[src/hw/rtl/stc_pkg.sv]
// Package for the tristimulus integrator: constants, mode codes and shared types.
`default_nettype none
package stc_pkg;

  localparam int NUM_WL   = 401;
  localparam int IDX_W    = 9;
  localparam int CMF_W    = 16;
  localparam int ACC_W    = 58;
  localparam int SUM_W    = 42;
  localparam int TRI_W    = 24;
  localparam int CHR_W    = 16;
  localparam int NUM_W    = 81;
  localparam int DEN_W    = 58;
  localparam int Q_W      = 32;
  localparam int S_W      = 29;

  typedef enum logic [1:0] {
    MODE_LOAD  = 2'd0,
    MODE_ILLUM = 2'd1,
    MODE_REFL  = 2'd2,
    MODE_NONE  = 2'd3
  } mode_t;

  typedef struct packed {
    logic go;
    logic chroma;
  } div_req_t;

  typedef struct packed {
    logic             done;
    logic [TRI_W-1:0] quot;
  } div_rsp_t;

endpackage
`default_nettype wire

[src/hw/rtl/stc_div.sv]
// Restoring divider giving round-half-up of num/den, saturated to 24 or 16 bits.
`default_nettype none
module stc_div
  import stc_pkg::*;
(
  input  wire logic             clk,
  input  wire logic             rst_n,
  input  wire div_req_t         req,
  input  wire logic [NUM_W-1:0] num_i,
  input  wire logic [DEN_W-1:0] den_i,
  output div_rsp_t              rsp
);

  localparam int CNT_W = $clog2(NUM_W);

  logic [NUM_W-1:0] num_r;
  logic [DEN_W-1:0] den_r;
  logic [DEN_W-1:0] rem_r;
  logic [Q_W-1:0]   q_r;
  logic [CNT_W-1:0] cnt_r;
  logic             ovf_r;
  logic             run_r;
  logic             done_r;
  logic             chroma_r;

  logic [DEN_W:0]   rem_sh;
  logic [DEN_W:0]   diff;
  logic             qbit;
  logic [DEN_W-1:0] rem_nxt;
  logic             rnd;
  logic [Q_W:0]     q_rnd;
  logic [Q_W:0]     lim;
  logic [Q_W:0]     quot;

  always_comb begin
    rem_sh  = {rem_r, num_r[NUM_W-1]};
    qbit    = (rem_sh >= {1'b0, den_r});
    diff    = rem_sh - {1'b0, den_r};
    rem_nxt = qbit ? diff[DEN_W-1:0] : rem_sh[DEN_W-1:0];
    // Round half up: the remainder is at least half the divisor.
    rnd     = ({rem_r, 1'b0} >= {1'b0, den_r});
    q_rnd   = {1'b0, q_r} + {{Q_W{1'b0}}, rnd};
    lim     = chroma_r ? (Q_W+1)'((1 << CHR_W) - 1) : (Q_W+1)'((1 << TRI_W) - 1);
    quot    = (ovf_r || (q_rnd > lim)) ? lim : q_rnd;
  end

  always_ff @(posedge clk) begin
    if (!rst_n) begin
      run_r  <= 1'b0;
      done_r <= 1'b0;
    end else begin
      done_r <= 1'b0;
      if (req.go) begin
        num_r    <= num_i;
        den_r    <= den_i;
        rem_r    <= '0;
        q_r      <= '0;
        ovf_r    <= 1'b0;
        chroma_r <= req.chroma;
        cnt_r    <= CNT_W'(NUM_W - 1);
        run_r    <= 1'b1;
      end else if (run_r) begin
        rem_r <= rem_nxt;
        q_r   <= {q_r[Q_W-2:0], qbit};
        ovf_r <= ovf_r | (qbit && (cnt_r >= CNT_W'(Q_W)));
        num_r <= {num_r[NUM_W-2:0], 1'b0};
        if (cnt_r == '0) begin
          run_r  <= 1'b0;
          done_r <= 1'b1;
        end else begin
          cnt_r <= cnt_r - 1'b1;
        end
      end
    end
  end

  assign rsp.done = done_r;
  assign rsp.quot = quot[TRI_W-1:0];

endmodule
`default_nettype wire

[config.mk]
export PLATFORM = sky130hd
export DESIGN_NAME = stc_div
export DESIGN_NICKNAME = d
export VERILOG_FILES = /design/src/hw/rtl/stc_pkg.sv /design/src/hw/rtl/stc_div.sv
export SDC_FILE = /design/constraint.sdc
export NUM_CORES = 1
export LEC_CHECK = 0
export ABC_CLOCK_PERIOD_IN_PS = 6910
export BUFFER_PORTS_ARGS = -buffer_cell sky130_fd_sc_hd__buf_2
export CORE_MARGIN = 2
export CORE_UTILIZATION = 60
export CTS_CLUSTER_DIAMETER = 40
export DETAILED_ROUTE_END_ITERATION = 8
export PLACE_DENSITY = 0.91
export SLEW_MARGIN = 20
export SYNTH_ARGS = -nofsm -noshare
export SYNTH_HDL_FRONTEND = slang
export SYNTH_SLANG_ARGS = --single-unit
[constraint.sdc]
create_clock -name clk -period 6.91 [get_ports clk]
set_clock_uncertainty 0.05 [all_clocks]
set_input_delay 0 -clock clk [delete_from_list [all_inputs] [get_ports clk]]
set_output_delay 0 -clock clk [all_outputs]
set_load 0.05 [all_outputs]
==> tab_implementation.tex, run 1 <==
\begin{tabular}{lr}
\hline
Metric & Value \\
\hline
\multicolumn{2}{l}{\textbf{Place}} \\
Final weighted congestion of routability-driven global placement & 0.971 \\
Detailed Place HPWL & 22,800 µm \\
Count of input and output buffers & 167 \\
Pre-CTS setup slack & 0.536 ns \\
\multicolumn{2}{l}{\textbf{Yosys}} \\
Mapped Nets & 1,589 \\
Number of standard cells after synthesis & 1,376 \\
Netlist Area Pre-Place & 14,500 µm² \\
Yosys reg bits & 240 \\
Post-synth EDFFs & 238 \\
Number of different library cells in the post-synthesis netlist & 73 \\
Top flip-flop cell by instance count after synthesis & edfxtp\_1 \\
FFs w/ async S/R, synth & 0 \\
Fraction of the yosys area taken by sequential cells & 0.496 \\
Average cell area after synthesis & 10.5 µm² \\
Number of warnings issued by yosys & 0 \\
\multicolumn{2}{l}{\textbf{STA}} \\
Portion of the clock cycle consumed by the worst path in the final layout & 0.963 \\
Headroom to the max-slew limit & 0.331 \\
Worst setup slack after layout & 0.257 ns \\
Slew Viols, Final & 0 \\
Fmax achieved & 0.150 GHz \\
Total setup violations reported at the end of the flow & 0 \\
Clock period minus final worst setup slack & 6.65 ns \\
Actual slew at the worst max-slew pin & 1.00 ns \\
Hold Fails Final Rpt & 0 \\
\multicolumn{2}{l}{\textbf{Detailed routing}} \\
Count of TritonRoute iterations in the first routing pass & 9 \\
DR vias/cell & 6.07 \\
First DRT Iteration DRCs & 1,333 \\
Overall via count from detail\_route & 12,200 \\
Drt wl/cell & 19.6 µm \\
Remaining antenna violation count & 0 \\
Wirelength, routed & 39,400 µm \\
Total DRC errors in the routed layout & 6 \\
\multicolumn{2}{l}{\textbf{Pwr}} \\
Worst VDD drop & 0.221 mV \\
Total power divided by cell area & 266 nW/µm² \\
Reported leakage power & 7.21 nW \\
\multicolumn{2}{l}{\textbf{Finish}} \\
Synth-to-layout area growth & 26.3\% \\
Most used cells in the layout excluding fill and tap cells & edfxtp\_1, buf\_2, nand2\_1 \\
Share of layout cells above drive strength 1 & 0.206 \\
Util after Layout & 0.775 \\
Combined area of the multi-input logic cells & 6770 µm² \\
Storage element area & 7190 µm² \\
Filler Cell Count & 1,487 \\
Leading cell type in the layout, fill and taps excluded & edfxtp\_1 \\
Final Net Count & 1,873 \\
\multicolumn{2}{l}{\textbf{Clock tree}} \\
CTS H-Tree Depth & 2 \\
Max Buffers Root-to-Sink & 3 \\
Clock network latency to the later pin of the worst-skew pair & 0.53 ns \\
TritonCTS sink count & 240 \\
Clock tree from TritonCTS & yes \\
Clock-pin slew reported for the worst setup and hold paths after clock tree synthesis & 0.05 ns \\
Post-CTS Setup Bufs & 0 \\
Cts bufs inserted & 37 \\
Clk Tree Root Cell & clkbuf\_16 \\
\multicolumn{2}{l}{\textbf{Critical path}} \\
Slowest stage cell on the critical path & or3\_1 \\
Total buffers and inverters traversed by the critical path & 2 \\
Required time worst endpoint & 6.86 ns \\
Slowest stage delay, CP & 0.45 ns \\
Length in cells of the worst reg-to-reg path & 11 \\
Minimum setup slack among reg-to-reg paths & 2.85 ns \\
Origin of the critical flop-to-flop path & rem\_r[11]\$\_SDFFCE\_PP0P\_ \\
Category of the critical setup timing path & register to output pin \\
Crit Reg-Reg Endpoint & rem\_r[52]\$\_SDFFCE\_PP0P\_ \\
WP data arrival & 6.60 ns \\
Kind of start point of the critical path & register \\
CP max FO & 12 \\
Largest delay contributor family on the critical path & simple AND/OR/NAND/NOR gates \\
Nature of the critical path endpoint & output pin \\
\multicolumn{2}{l}{\textbf{Global routing}} \\
Global-route usage over all layers & 0.306 \\
Antenna violations before repair & 1 \\
Pin count of the biggest net entering global routing & 99 \\
Overflow left after global routing & 0 \\
Via count of the first global-routing pass & 12,000 \\
First-pass GRT wire length & 62,300 µm \\
\multicolumn{2}{l}{\textbf{Job}} \\
Max capacitance violation total & 0 \\
\multicolumn{2}{l}{\textbf{Floorplanning}} \\
Die span in y & 159 µm \\
Floorplan row count & 56 \\
DIE WIDTH & 159 µm \\
Floorplan core area & 23,600 µm² \\
Initial Utilization & 0.613 \\
I/O pin count & 168 \\
Die ar. & 25,400 µm² \\
\multicolumn{2}{l}{\textbf{Worst hold path}} \\
Source of the worst hold timing path & req[1] \\
Destination of the worst hold path & rem\_r[34]\$\_SDFFCE\_PP0P\_ \\
Hold/Removal Path Class & input pin to register \\
Hold path cells & 2 \\
\multicolumn{2}{l}{\textbf{Status}} \\
Failing checks & DRC \\
Result of the run & finished with violations \\
\hline
\end{tabular}
-- how the worst max path moves through the flow --
stage | start | to | slack (ns) | cells past startpoint
floorplan | rem_r[13]$_SDFFCE_PP0P_ | rsp[16] | 1.36 | 26
CTS | rem_r[13]$_SDFFCE_PP0P_ | rsp[23] | 0.02 | 26
finish | den_r[56]$_DFFE_PP_ | rsp[23] | 0.26 | 26
global route | rem_r[55]$_SDFFCE_PP0P_ | rsp[19] | -0.02 | 25
detailed placement | rem_r[13]$_SDFFCE_PP0P_ | rsp[4] | 0.54 | 26
global placement | rem_r[43]$_SDFFCE_PP0P_ | rsp[4] | 0.88 | 26
-- registers in the layout (all words and copies together), names as in the netlist --
register / cells
chroma_r: 1
cnt_r: 7
den_r: 58
done_r: 1
num_r: 81
ovf_r: 1
q_r: 32
rem_r: 58
run_r: 1
-- routing by layer --
metal	up-vias	wire length, µm	global-route usage
li1	5640	-	-
met1	5755	15300	0.374
met2	621	19200	0.521
met3	172	2880	0.0563
met4	0	2020	0.154
met5	-	0	0
-- synthesized netlist by cell type (4+ instances only) --
library cell  count  area share
nand3_1          30       0.010
a21boi_0          5      0.0026
o22ai_1           5      0.0022
and2_1           13      0.0056
a21oi_1         112       0.039
nor2b_1          40       0.017
or2_2             6      0.0026
a211oi_1         13      0.0067
mux2_2           80       0.062
xnor2_1          45       0.027
o21bai_1         13      0.0067
nand3b_1          9      0.0047
inv_1            82       0.021
xor2_1           26       0.016
a211o_1           7      0.0042
o21a_1            9      0.0047
o211ai_1         12      0.0062
a21o_1           34       0.018
a32o_1            6      0.0041
a221oi_1          5      0.0030
o21ai_0          56       0.019
a31oi_1          16      0.0069
buf_2             4      0.0014
nand4_1          22      0.0095
nor2_1           83       0.022
nor3b_1           4      0.0021
and4_1            7      0.0042
nand2b_1          7      0.0030
nor3_1           21      0.0073
edfxtp_1        238        0.49
or3_1            13      0.0056
buf_1             7      0.0018
ha_1             69       0.060
clkbuf_1         54       0.014
nand2_1         143       0.037
o31a_1           11      0.0067
and3_1           16      0.0069
-- worst register-to-register path, cell delays in order (launching register included) --
cell      delay [ns]
edfxtp_1        0.41
ha_1            0.37
a21oi_1         0.35
o22ai_1         0.16
o21ai_0         0.49
a21oi_1         0.18
o21ai_1         0.31
nand3_2         0.13
nand2b_1        0.44
inv_1           0.41
a221oi_1        0.36
nand3_1         0.13
-- cell type report --
cell class                 instances  share of cell area
antenna                            1            0.000137
clock buffer                      42              0.0539
clock inverter                    25              0.0170
inverter                          82              0.0168
multi-input combinational        984               0.370
sequential                       240               0.393
tap                              319              0.0218
timing repair buffer             315               0.128
-- kinds of logic after synthesis --
logic type / count (synthesis) / share of synthesized area
AND/OR/NAND/NOR: 433 / 0.150
AO/OA/AOI/OAI: 328 / 0.144
flip-flops: 240 / 0.496
buffers and inverters: 152 / 0.0415
multiplexers: 82 / 0.0636
XOR/XNOR: 71 / 0.0429
adder cells (fa/ha/maj): 70 / 0.0610
-- where the power goes --
part	switching [mW]	internal [mW]	leakage (nW)
Clock	0.723	1.26	0.637
Sequential	0.0640	1.75	2.30
Combinational	0.617	0.445	4.28
Total	1.40	3.46	7.21
-- timing repair --
| item | CTS | global route |
|---|---|---|
| pin swaps | 0 | 2 |
| setup endpoints to repair | 3 | 24 |
| gates resized for setup | 1 | 20 |
| hold buffers | 141 | 0 |
| endpoints found under the hold margin | 141 | 0 |
-- stage by stage --
step / power (mW) / cell area [µm²] / std cells / TNS [ns] / hold WS, ns
2_1_floorplan: 2.54 / 14500 / 1376 / 0 / 0.0489
3_3_place_gp: 2.74 / 15500 / 1798 / 0 / 0.126
3_5_place_dp: 2.77 / 15500 / 1798 / 0 / 0.128
4_1_cts: 4.79 / 18200 / 2006 / 0 / 0.0377
5_1_grt: 5.05 / 18300 / 2008 / -0.0432 / 0.0766
6_report: 4.87 / 18300 / 2008 / 0 / 0.0579
Power figures use the tool's default switching activity.
==> inputs of run 2 (changes only) <==
--- a/config.mk
+++ b/config.mk
@@ -11,7 +11,8 @@
 export CORE_UTILIZATION = 60
 export CTS_CLUSTER_DIAMETER = 40
 export DETAILED_ROUTE_END_ITERATION = 8
-export PLACE_DENSITY = 0.91
+export PLACE_DENSITY = 0.9
+export REMOVE_ABC_BUFFERS = 1
 export SLEW_MARGIN = 20
 export SYNTH_ARGS = -nofsm -noshare
 export SYNTH_HDL_FRONTEND = slang
==> tab_implementation.tex, run 2 (synthesis results as in run 1) <==
\begin{tabular}{lr}
\hline
Metric & Value \\
\hline
\multicolumn{2}{l}{\textbf{Detailed routing}} \\
Remaining antenna violation count & 0 (unchanged) \\
DR vias/cell & 5.99 (was 6.07) \\
Total DRC errors in the routed layout & 0 (was 6) \\
Drt wl/cell & 18.7 µm (was 19.6 µm) \\
Overall via count from detail\_route & 12,000 (was 12,200) \\
First DRT Iteration DRCs & 1,034 (was 1,333) \\
Wirelength, routed & 37,700 µm (was 39,400 µm) \\
Count of TritonRoute iterations in the first routing pass & 8 (was 9) \\
\multicolumn{2}{l}{\textbf{Finish}} \\
Final antenna diode count & 0 (was 1) \\
Util after Layout & 0.775 (about the same) \\
Leading cell type in the layout, fill and taps excluded & edfxtp\_1 (unchanged) \\
Register with the highest flop count & num\_r (unchanged) \\
Largest registers in the final layout & num\_r (81), den\_r (58), rem\_r (58) (unchanged) \\
Synth-to-layout area growth & 26.3\% (about the same) \\
Filler Cell Count & 1,506 (was 1,487) \\
Most used cells in the layout excluding fill and tap cells & edfxtp\_1, buf\_2, nand2\_1 (unchanged) \\
Share of layout cells above drive strength 1 & 0.210 (was 0.206) \\
Final Net Count & 1,875 (was 1,873) \\
Max FFs per register & 81 (unchanged) \\
\multicolumn{2}{l}{\textbf{Global routing}} \\
Pin count of the biggest net entering global routing & 112 (was 99) \\
Antenna violations before repair & 0 (was 1) \\
Via count of the first global-routing pass & 12,000 (about the same) \\
First-pass GRT wire length & 60,000 µm (was 62,300 µm) \\
Global-route usage over all layers & 0.288 (was 0.306) \\
Overflow left after global routing & 0 (unchanged) \\
\multicolumn{2}{l}{\textbf{Status}} \\
Result of the run & completed (was finished with violations) \\
\multicolumn{2}{l}{\textbf{Pwr}} \\
Total power divided by cell area & 260 nW/µm² (was 266 nW/µm²) \\
Total power & 4.76 mW (was 4.87 mW) \\
Worst VDD drop & 0.193 mV (was 0.221 mV) \\
Reported leakage power & 7.21 nW (about the same) \\
\multicolumn{2}{l}{\textbf{Critical path}} \\
Kind of start point of the critical path & register (unchanged) \\
Nature of the critical path endpoint & output pin (unchanged) \\
Required time worst endpoint & 6.86 ns (about the same) \\
Length in cells of the worst reg-to-reg path & 11 (unchanged) \\
Minimum setup slack among reg-to-reg paths & 2.82 ns (was 2.85 ns) \\
Category of the critical setup timing path & register to output pin (unchanged) \\
WP data arrival & 6.58 ns (was 6.60 ns) \\
CP max FO & 8 (was 12) \\
\multicolumn{2}{l}{\textbf{Floorplanning}} \\
Floorplan core area & 23,600 µm² (unchanged) \\
Initial Utilization & 0.613 (unchanged) \\
DIE WIDTH & 159 µm (unchanged) \\
Die ar. & 25,400 µm² (unchanged) \\
Floorplan row count & 56 (unchanged) \\
I/O pin count & 168 (unchanged) \\
Die span in y & 159 µm (unchanged) \\
\multicolumn{2}{l}{\textbf{Worst hold path}} \\
Hold path cells & 2 (unchanged) \\
Hold/Removal Path Class & input pin to register (unchanged) \\
\multicolumn{2}{l}{\textbf{STA}} \\
Portion of the clock cycle consumed by the worst path in the final layout & 0.959 (was 0.963) \\
Actual slew at the worst max-slew pin & 0.970 ns (was 1.00 ns) \\
Sum of negative setup slack & 0 ns (unchanged) \\
Final worst hold slack & 0.0263 ns (was 0.0579 ns) \\
Fmax achieved & 0.151 GHz (was 0.150 GHz) \\
Worst setup slack after layout & 0.280 ns (was 0.257 ns) \\
Slew Viols, Final & 0 (unchanged) \\
Hold Fails Final Rpt & 0 (unchanged) \\
Clock period minus final worst setup slack & 6.63 ns (was 6.65 ns) \\
Headroom to the max-slew limit & 0.353 (was 0.331) \\
Total setup violations reported at the end of the flow & 0 (unchanged) \\
\multicolumn{2}{l}{\textbf{Clock tree}} \\
CTS H-Tree Depth & 2 (unchanged) \\
TritonCTS sink count & 240 (unchanged) \\
Max Buffers Root-to-Sink & 3 (unchanged) \\
Clock tree from TritonCTS & yes (unchanged) \\
Clk Tree Root Cell & clkbuf\_16 (unchanged) \\
Clock-pin slew reported for the worst setup and hold paths after clock tree synthesis & 0.05 ns (about the same) \\
Cts bufs inserted & 38 (was 37) \\
Clock network latency to the later pin of the worst-skew pair & 0.52 ns (was 0.53 ns) \\
\multicolumn{2}{l}{\textbf{Place}} \\
Detailed Place HPWL & 22,700 µm (was 22,800 µm) \\
Final weighted congestion of routability-driven global placement & 0.943 (was 0.971) \\
Pre-CTS setup slack & 0.616 ns (was 0.536 ns) \\
Count of input and output buffers & 167 (unchanged) \\
\multicolumn{2}{l}{\textbf{Job}} \\
Max capacitance violation total & 0 (unchanged) \\
\hline
\end{tabular}
## run 2: cell types whose count changed in the layout (fill, tap and decap cells not counted), moves of 2 or more
cell        delta
clkinvlp_4     +2
inv_8          +2
inv_6          +5
clkbuf_1       -3
buf_4          +3
clkinv_2       -2
bufinv_16      -4
## run 2: report_power, final
part | internal, mW | switching (mW)
sequential | 1.75 | 0.0611
combinational | 0.444 | 0.609
clock | 1.15 | 0.742
## run 2: per-stage QoR
step	cell area [µm²]	std cells
after floorplan	14200	1306
after global placement	15500	1798
after detailed placement	15500	1798
after CTS	18200	2009
after global routing	18300	2011
final	18300	2011
## run 2: final timing paths
| path | from | endpoint |
|---|---|---|
| min reg2reg | run_r$_SDFF_PN0_ | done_r$_SDFF_PP0_ |
| min | req[1] | q_r[6]$_SDFFCE_PP0P_ |
| max | rem_r[15]$_SDFFCE_PP0P_ | rsp[21] |
| max reg2reg | rem_r[11]$_SDFFCE_PP0P_ | rem_r[52]$_SDFFCE_PP0P_ |
## run 2: cell type report
type	count	area (µm²)	area share
sequential	240	7190	0.393
multi-input combinational	984	6790	0.371
timing repair buffer	316	2330	0.128
clock buffer	40	990	0.0541
tap	319	399	0.0218
inverter	82	308	0.0168
clock inverter	30	290	0.0159
## run 2: worst max-delay path, cell delays in order (launching register included)
cell      delay [ns]
edfxtp_1        0.45
ha_4            0.33
and3_2          0.24
nand2_1         0.10
or3_1           0.43
nand2b_1        0.17
a21oi_1         0.16
o21ai_0         0.10
nand2_1         0.14
ha_2            0.23
and4_4          0.27
nand4_4         0.17
or3_4           0.48
nor3_1          0.27
xor2_1          0.23
ha_1            0.29
nand3_1         0.10
nor2_1          0.07
a221oi_1        0.25
o21ai_0         0.16
a21oi_1         0.23
a31oi_1         0.09
or3_4           0.42
o21ai_4         0.27
o31a_1          0.19
clkbuf_4        0.23
## run 2: per-layer routing
layer / track usage / vias to the layer above / wire length (µm)
li1: - / 5651 / -
met1: 0.379 / 5727 / 15600
met2: 0.486 / 570 / 18200
met3: 0.0485 / 90 / 2800
met4: 0.102 / 0 / 999
met5: 0 / - / 0
## run 2: what timing repair did
item / 4_1_cts / 5_1_grt
hold buffers: 141 / 0
hold endpoints to repair: 143 / 0
pin swaps: 0 / 2
setup endpoints to repair: 2 / 24
gates cloned: 0 / 0
resized for setup: 1 / 23
setup buffers: 0 / 2
